$ cat src/pba_pkg.sv
// Shared types, constants and helpers for the packed bitfield array.
package pba_pkg;

    localparam int IDX_W      = 12;
    localparam int BITS_W     = 6;
    localparam int COUNT_W    = 13;
    localparam int DATA_W     = 32;
    localparam int CFG_DATA_W = 16;
    localparam int START_W    = IDX_W + BITS_W;
    localparam int SH_W       = 5;
    localparam int WIN_W      = 2 * DATA_W;

    localparam logic [BITS_W-1:0]  BITS_RESET  = 6'd8;
    localparam logic [COUNT_W-1:0] COUNT_RESET = 13'd0;

    // Configuration register indexes.
    localparam logic REG_ELEMENT_BITS  = 1'b0;
    localparam logic REG_ELEMENT_COUNT = 1'b1;

    // Opcodes.
    localparam logic OP_READ  = 1'b0;
    localparam logic OP_WRITE = 1'b1;

    // Controller to datapath commands.
    typedef struct packed {
        logic load;    // word accepted: latch it and start the bank reads
        logic exec;    // merge, write back, load the output register
        logic cfg_we;  // configuration write
    } pba_cmd_t;

    // Width saturated to 1..32.
    function automatic logic [BITS_W-1:0] eff_bits(input logic [BITS_W-1:0] b);
        logic [BITS_W-1:0] r;
        r = b;
        if (b == '0) r = 6'd1;
        else if (b > 6'd32) r = 6'd32;
        return r;
    endfunction

    // Low-aligned element mask for an effective width of 1..32.
    function automatic logic [DATA_W-1:0] elem_mask(input logic [BITS_W-1:0] b);
        logic [DATA_W-1:0] m;
        if (b >= 6'd32) m = '1;
        else m = (DATA_W'(1) << b) - DATA_W'(1);
        return m;
    endfunction

endpackage

$ cat src/packed_bitfield_array.sv
// Top level of the packed bitfield array: controller plus datapath.
//
// Usage:
//   Input channel (s_valid/s_ready): one word is one access, s_opcode
//   selects read or write of element s_element_index; s_write_value is
//   stored on a write (bits above the width dropped).
//   Result channel (m_valid/m_ready): one word per access, m_read_value
//   holds the zero-extended element on a good read, zero otherwise;
//   m_range_error flags an index at/over element_count or past the store.
//   Config channel (cfg_valid/cfg_ready): index 0 = element_bits,
//   index 1 = element_count. Write only while the block is idle.
//   Sequencing: an accepted word executes when the output is free; the next
//   word is accepted only after that, as the registered read of the two word
//   banks is followed by the write-back of the merged window.
//   Reset: synchronous on aresetn low; element_bits = 8, element_count = 0,
//   result channel empty. Store contents are undefined until written.
//   Stall: a waiting result sits in the output register while the next
//   word is accepted; that word's execute step holds until the register
//   is taken.
module packed_bitfield_array #(
    parameter int STORE_BYTES = 512
) (
    input  logic                           aclk,
    input  logic                           aresetn,
    // access words in
    input  logic                           s_valid,
    output logic                           s_ready,
    input  logic                           s_opcode,
    input  logic [pba_pkg::IDX_W-1:0]      s_element_index,
    input  logic [pba_pkg::DATA_W-1:0]     s_write_value,
    // result words out
    output logic                           m_valid,
    input  logic                           m_ready,
    output logic [pba_pkg::DATA_W-1:0]     m_read_value,
    output logic                           m_range_error,
    // configuration writes
    input  logic                           cfg_valid,
    output logic                           cfg_ready,
    input  logic                           cfg_index,
    input  logic [pba_pkg::CFG_DATA_W-1:0] cfg_data
);

    pba_pkg::pba_cmd_t cmd;

    // sequencing: IDLE accepts, EXEC merges and loads the output register
    pba_ctrl u_ctrl (
        .aclk      (aclk),
        .aresetn   (aresetn),
        .s_valid   (s_valid),
        .s_ready   (s_ready),
        .m_valid   (m_valid),
        .m_ready   (m_ready),
        .cfg_valid (cfg_valid),
        .cfg_ready (cfg_ready),
        .cmd       (cmd)
    );

    // offset math, two 32-bit word banks (even/odd) and the output register
    pba_datapath #(
        .STORE_BYTES (STORE_BYTES)
    ) u_datapath (
        .aclk            (aclk),
        .aresetn         (aresetn),
        .cmd             (cmd),
        .s_opcode        (s_opcode),
        .s_element_index (s_element_index),
        .s_write_value   (s_write_value),
        .cfg_index       (cfg_index),
        .cfg_data        (cfg_data),
        .m_read_value    (m_read_value),
        .m_range_error   (m_range_error)
    );

endmodule

$ cat src/pba_ctrl.sv
// Controller: accept/execute sequencing and output-register occupancy.
module pba_ctrl (
    input  logic              aclk,
    input  logic              aresetn,
    input  logic              s_valid,
    output logic              s_ready,
    output logic              m_valid,
    input  logic              m_ready,
    input  logic              cfg_valid,
    output logic              cfg_ready,
    output pba_pkg::pba_cmd_t cmd
);

    typedef enum logic {
        ST_IDLE,
        ST_EXEC
    } state_t;

    state_t state_reg, state_next;
    logic   out_full_reg, out_full_next;

    always_comb begin
        cmd        = '0;
        state_next = state_reg;
        out_full_next = out_full_reg && !m_ready;
        cmd.cfg_we = cfg_valid;
        case (state_reg)
            ST_IDLE: begin
                if (s_valid) begin
                    cmd.load   = 1'b1;
                    state_next = ST_EXEC;
                end
            end
            ST_EXEC: begin
                // output register free or draining this cycle
                if (!out_full_reg || m_ready) begin
                    cmd.exec      = 1'b1;
                    out_full_next = 1'b1;
                    state_next    = ST_IDLE;
                end
            end
            default: begin
                state_next = ST_IDLE;
            end
        endcase
    end

    always_ff @(posedge aclk) begin
        if (!aresetn) begin
            state_reg    <= ST_IDLE;
            out_full_reg <= 1'b0;
        end else begin
            state_reg    <= state_next;
            out_full_reg <= out_full_next;
        end
    end

    assign s_ready   = (state_reg == ST_IDLE);
    assign m_valid   = out_full_reg;
    assign cfg_ready = 1'b1;

endmodule

$ cat src/pba_datapath.sv
// Datapath: config registers, offset math, banked word store, merge and result.
module pba_datapath #(
    parameter int STORE_BYTES = 512
) (
    input  logic                             aclk,
    input  logic                             aresetn,
    input  pba_pkg::pba_cmd_t                cmd,
    input  logic                             s_opcode,
    input  logic [pba_pkg::IDX_W-1:0]        s_element_index,
    input  logic [pba_pkg::DATA_W-1:0]       s_write_value,
    input  logic                             cfg_index,
    input  logic [pba_pkg::CFG_DATA_W-1:0]   cfg_data,
    output logic [pba_pkg::DATA_W-1:0]       m_read_value,
    output logic                             m_range_error
);

    localparam int TOTAL_BITS = STORE_BYTES * 8;
    localparam int BANK_DEPTH = (STORE_BYTES + 7) / 8;
    localparam int AW         = (BANK_DEPTH > 1) ? $clog2(BANK_DEPTH) : 1;
    localparam int LIM_W      = $clog2(TOTAL_BITS + 1);
    localparam int CMP_W      = (LIM_W > pba_pkg::START_W + 1) ? LIM_W : pba_pkg::START_W + 1;

    // configuration
    logic [pba_pkg::BITS_W-1:0]  bits_cfg_reg;
    logic [pba_pkg::COUNT_W-1:0] count_cfg_reg;

    always_ff @(posedge aclk) begin
        if (!aresetn) begin
            bits_cfg_reg  <= pba_pkg::BITS_RESET;
            count_cfg_reg <= pba_pkg::COUNT_RESET;
        end else if (cmd.cfg_we) begin
            if (cfg_index == pba_pkg::REG_ELEMENT_BITS)
                bits_cfg_reg <= cfg_data[pba_pkg::BITS_W-1:0];
            else
                count_cfg_reg <= cfg_data[pba_pkg::COUNT_W-1:0];
        end
    end

    // offset and range check on the incoming word
    logic [pba_pkg::BITS_W-1:0] bits_c;
    logic [CMP_W-1:0]           start_c;
    logic [CMP_W-1:0]           end_c;
    logic                       err_c;
    logic [AW:0]                b0_full_c;
    logic [AW-1:0]              b0_addr_c;
    logic [AW-1:0]              b1_addr_c;
    logic                       hi_ok_c;

    always_comb begin
        bits_c    = pba_pkg::eff_bits(bits_cfg_reg);
        start_c   = CMP_W'(pba_pkg::START_W'(s_element_index) * pba_pkg::START_W'(bits_c));
        end_c     = start_c + CMP_W'(bits_c);
        err_c     = ({1'b0, s_element_index} >= count_cfg_reg) ||
                    (end_c > CMP_W'(TOTAL_BITS));
        // word w = start/32; even words in bank 0, odd words in bank 1
        b1_addr_c = start_c[6 +: AW];
        b0_full_c = {1'b0, start_c[6 +: AW]} + (AW + 1)'(start_c[5]);
        b0_addr_c = b0_full_c[AW-1:0];
        hi_ok_c   = (b0_full_c < (AW + 1)'(BANK_DEPTH));
    end

    // latched item
    logic                        op_reg;
    logic [pba_pkg::DATA_W-1:0]  wval_reg;
    logic [pba_pkg::BITS_W-1:0]  bits_reg;
    logic [pba_pkg::SH_W-1:0]    sh_reg;
    logic                        err_reg;
    logic                        w0_reg;
    logic                        hi_ok_reg;
    logic [AW-1:0]               b0_addr_reg;
    logic [AW-1:0]               b1_addr_reg;

    always_ff @(posedge aclk) begin
        if (cmd.load) begin
            op_reg      <= s_opcode;
            wval_reg    <= s_write_value;
            bits_reg    <= bits_c;
            sh_reg      <= start_c[pba_pkg::SH_W-1:0];
            err_reg     <= err_c;
            w0_reg      <= start_c[5];
            hi_ok_reg   <= hi_ok_c;
            b0_addr_reg <= b0_addr_c;
            b1_addr_reg <= b1_addr_c;
        end
    end

    // word banks
    logic [pba_pkg::DATA_W-1:0] bank0_mem [BANK_DEPTH];
    logic [pba_pkg::DATA_W-1:0] bank1_mem [BANK_DEPTH];
    logic [pba_pkg::DATA_W-1:0] b0_q_reg;
    logic [pba_pkg::DATA_W-1:0] b1_q_reg;
    logic                       we0, we1;
    logic [pba_pkg::DATA_W-1:0] wd0, wd1;

    always_ff @(posedge aclk) begin
        if (cmd.load) b0_q_reg <= bank0_mem[b0_addr_c];
        if (we0) bank0_mem[b0_addr_reg] <= wd0;
    end

    always_ff @(posedge aclk) begin
        if (cmd.load) b1_q_reg <= bank1_mem[b1_addr_c];
        if (we1) bank1_mem[b1_addr_reg] <= wd1;
    end

    // merge
    logic [pba_pkg::DATA_W-1:0] mask_c;
    logic [pba_pkg::WIN_W-1:0]  win_c;
    logic [pba_pkg::WIN_W-1:0]  win_mask_c;
    logic [pba_pkg::WIN_W-1:0]  win_new_c;
    logic [pba_pkg::WIN_W-1:0]  win_sh_c;
    logic [pba_pkg::DATA_W-1:0] field_c;
    logic                       we_c;

    always_comb begin
        mask_c     = pba_pkg::elem_mask(bits_reg);
        win_c      = w0_reg ? {b0_q_reg, b1_q_reg} : {b1_q_reg, b0_q_reg};
        win_sh_c   = win_c >> sh_reg;
        field_c    = win_sh_c[pba_pkg::DATA_W-1:0] & mask_c;
        win_mask_c = {{pba_pkg::DATA_W{1'b0}}, mask_c} << sh_reg;
        win_new_c  = (win_c & ~win_mask_c) |
                     ({{pba_pkg::DATA_W{1'b0}}, wval_reg & mask_c} << sh_reg);
        we_c       = cmd.exec && (op_reg == pba_pkg::OP_WRITE) && !err_reg;
        // low word lives in bank w[0], high word in the other bank
        we0 = we_c && (!w0_reg || hi_ok_reg);
        we1 = we_c;
        wd0 = w0_reg ? win_new_c[pba_pkg::WIN_W-1:pba_pkg::DATA_W]
                     : win_new_c[pba_pkg::DATA_W-1:0];
        wd1 = w0_reg ? win_new_c[pba_pkg::DATA_W-1:0]
                     : win_new_c[pba_pkg::WIN_W-1:pba_pkg::DATA_W];
    end

    // output register
    logic [pba_pkg::DATA_W-1:0] read_value_reg;
    logic                       range_error_reg;

    always_ff @(posedge aclk) begin
        if (cmd.exec) begin
            read_value_reg  <= ((op_reg == pba_pkg::OP_READ) && !err_reg) ? field_c : '0;
            range_error_reg <= err_reg;
        end
    end

    assign m_read_value  = read_value_reg;
    assign m_range_error = range_error_reg;

endmodule

$ cat config.mk
export PLATFORM = sky130hd
export DESIGN_NAME = packed_bitfield_array
export DESIGN_NICKNAME = d
export VERILOG_FILES = /design/src/pba_pkg.sv /design/src/packed_bitfield_array.sv /design/src/pba_ctrl.sv /design/src/pba_datapath.sv
export SDC_FILE = /design/constraint.sdc
export NUM_CORES = 2
export LEC_CHECK = 0
export BUFFER_PORTS_ARGS = -buffer_cell sky130_fd_sc_hd__clkbuf_2
export CORE_ASPECT_RATIO = 1.75
export CORE_UTILIZATION = 43
export DETAILED_ROUTE_END_ITERATION = 8
export HOLD_SLACK_MARGIN = 0.03
export PLACE_DENSITY_LB_ADDON = 0.25
export SYNTH_ARGS = -nofsm -noshare
export SYNTH_HDL_FRONTEND = slang
export SYNTH_SLANG_ARGS = --single-unit
$ cat constraint.sdc
create_clock -name aclk -period 11.04 [get_ports aclk]
set_input_delay 1.656 -clock aclk [delete_from_list [all_inputs] [get_ports aclk]]
set_output_delay 1.656 -clock aclk [all_outputs]
set_load 0.02 [all_outputs]
==> results.toml <==
[sta]
finClkSkew_ps = 107
min_period_ps = 9200
fin_setup_tns_ps = 0
max_slew.worst_pin.slew_ps = 1500
timing.hold.ws_ps = 470
rsz0062_at_grt = "no"
hold_viol = 0
slew_violations = 3
fmax_mhz = 109
setup_violations = 0
fin_ws_ps = 1840
fin_crit_sh_pct = 83.4
slew-limit-headroom_pct = -0.245

[synthesis]
syn-cell-area_mm2 = 0.177
synth-async-reset-ratio_pct = 0
avgSynthCellArea_um2 = 17.9
ys_seq_elements = 4273
ys_types = 106
yosysMostFrequentCell = "edfxtp_1"
synth_top_area_cell = "edfxtp_1"
synth_edf_count = 4252
synthCells = 9842
ys_warn_count = 0
syn_nets = 9997
synth_common_cells = "4,252 x edfxtp_1, 972 x mux4_2, 904 x nand2_1, 452 x clkbuf_1, 385 x nand3_1"
synth_top_area_share_pct = 72.3
yosys-top-cells-area = "edfxtp_1 72%, mux4_2 12%, nand2_1 1.9%, mux2i_1 1.2%, nand3_1 1.1%"
synth_flop_cell = "edfxtp_1"
ys_seq_area_share_pct = 72.5

[clock_tree]
root_buffer = "clkbuf_16"
ctsResizeCount = 0
cts.path.max_buffers = 4
post_cts_buffers = 0
cts.sinks = 4273
clk_pin_slew_ps = 70
cts_buffers = 389
hold_buffers = 0
cts_tree = "done"
insertion_delay_ps = 1010
htreeDepth = 5

[route]
drt_wl_total_mm = 562
drc = 0
routed_via_density = 6.12
final_antenna_net_count = 0
num_vias = 97700
detail_route.wl_per_cell_um = 35.2
drtIter0Drc = 10100
firstDrtPassIters = 7

[global_route]
overflow = 0
antenna_found_initial = 30
grt_max_degree = 149
grt_pass1_vias = 98900
grt_usage_pct = 27.0
grt_pass1_wl_mm = 777

[power_and_ir_drop]
pwr-share-comb_pct = 39.2
clockPowerShare_pct = 24.0
p_int_w = 0.0360
ir_worst_vdd_mv = 0.375
pwr-share-seq_pct = 36.8
power.switching_w = 0.0211
power.density_mw_per_mm2 = 286
p_leak_nw = 63.4
p_sw_share_pct = 36.9

[job]
drv_cap = 1

[setup_path]
path_max_fanout = 64
endpoint_kind = "flip-flop"
start_kind = "flip-flop"
critPathRequiredTime_ps = 11700
critical_path_class = "flip-flop to flip-flop"
worstPathArrival_ps = 9860
rrSetupSlack_ps = 1840

[floorplanning]
std_cell_rows = 311
die-area_mm2 = 0.413
fp.dieW_um = 486
core-area_mm2 = 0.409
io_pins = 103
start_util_pct = 43.1
die_h_um = 850

[placement]
dp_hpwl_mm = 346
gp_congestion = 0.988
io_buffers = 98
pre_cts_ws_ps = 1580

[cells_and_area]
reg.largest.list = "u_datapath.bank0_mem x2048, u_datapath.bank1_mem x2048"
seqCellArea_mm2 = 0.128
syn2layout_area_growth_pct = 13.0
nNetsFinal = 10300
multiInputGateArea_mm2 = 0.0472
fillCellCount = 33800
drive_gt1_share_pct = 23.0

[hold_path]
worstHoldPathType = "flip-flop to flip-flop"

[outcome]
status = "finished with violations"
violations = "capacitance limit, slew limit"
[power by group through the flow]
| stage | sequential [W] | combinational (W) | clock [W] |
|---|---|---|---|
| finish | 0.0210 | 0.0224 | 0.0137 |
| floorplan | 0.0213 | 0.0126 | 0 |
| detailed placement | 0.0213 | 0.0224 | 0 |
| CTS | 0.0210 | 0.0225 | 0.0139 |
| global placement | 0.0213 | 0.0220 | 0 |
| global route | 0.0210 | 0.0232 | 0.0144 |
[stage by stage]
step	area [um2]	std cells	utilization, %	total power, W
2_1_floorplan	177000	9842	-	0.0339
3_3_place_gp	187000	15200	45.6	0.0433
3_5_place_dp	187000	15200	45.6	0.0437
4_1_cts	199000	15900	48.7	0.0573
5_1_grt	200000	16000	48.8	0.0586
6_report	200000	16000	48.8	0.0571
[area by class of cell]
type,count,share of cell area (%)
diodes,74,0.0928
clock buffers,462,5.10
clock inverters,244,1.25
inverters,105,0.207
multi-input cells,4807,23.6
flip-flops and latches,4273,64.2
well taps,5477,3.43
repair buffers,528,2.11
[layer usage]
| layer | vias up | global-route usage [%] | wire [um] |
|---|---|---|---|
| met2 | 3858 | 47.7 | 294000 |
| met3 | 1130 | 3.33 | 29200 |
| met4 | 8 | 20.5 | 50400 |
| met5 | - | 0 | 63 |
| met1 | 52000 | 29.5 | 189000 |
| li1 | 40700 | - | - |
[kinds of logic (layout without fill, tap and decap cells)]
logic type | after synthesis | after routing | synth area share (%)
AOI/OAI and AO/OA | 1372 | 1372 | 5.40
and+or+nand+nor | 2088 | 2088 | 5.49
adders and majority gates | 88 | 88 | 0.802
xor gates and xnor gates | 19 | 19 | 0.0942
DFF | 4273 | 4273 | 72.5
other | 1 | 75 | 0.00212
buffers and inverters | 762 | 1339 | 1.73
muxes | 1239 | 1239 | 14.0
[final timing paths]
check / cells after the start / end / from
max reg2reg: 20 / u_datapath.b0_q_reg[26] / u_datapath.bits_cfg_reg[1]
max: 20 / u_datapath.b0_q_reg[26] / u_datapath.bits_cfg_reg[1]
min reg2reg: 2 / u_datapath.count_cfg_reg[2] / u_datapath.count_cfg_reg[2]
min: 2 / u_datapath.count_cfg_reg[2] / u_datapath.count_cfg_reg[2]
[worst max-delay path: stages (launching register included)]
cell,delay [ps]
dfxtp_1,320
nor4_1,520
nor2_1,120
nor2_1,740
and2_1,260
fa_1,430
fa_1,550
inv_1,50
fa_1,480
inv_1,40
ha_1,320
a211o_4,450
nand2_4,600
inv_8,360
ha_4,990
buf_12,350
buf_4,330
mux4_2,550
mux4_2,550
mux2i_1,440
o211ai_1,130
[layout by cell type, fill, tap and decap left out, drive strengths merged, types with 19 or more instances in the layout]
| master | count |
|---|---|
| edfxtp | 4252 |
| mux4 | 972 |
| nand2 | 904 |
| clkbuf | 560 |
| buf | 430 |
| nand3 | 386 |
| a21oi | 331 |
| nor2 | 307 |
| mux2i | 205 |
| o21ai | 171 |
| clkinv | 169 |
| a211oi | 157 |
| and3 | 143 |
| a22oi | 143 |
| inv | 115 |
| a311oi | 100 |
| o211ai | 94 |
| diode | 74 |
| and2 | 73 |
| nor3 | 64 |
| mux2 | 62 |
| o21a | 54 |
| ha | 46 |
| bufinv | 45 |
| or3 | 45 |
| fa | 42 |
| or4 | 37 |
| a311o | 35 |
| nor2b | 33 |
| o22ai | 25 |
| a31oi | 25 |
| o31ai | 23 |
| dfxtp | 21 |
| clkinvlp | 20 |
| a21o | 19 |
Power figures use the tool's default switching activity.
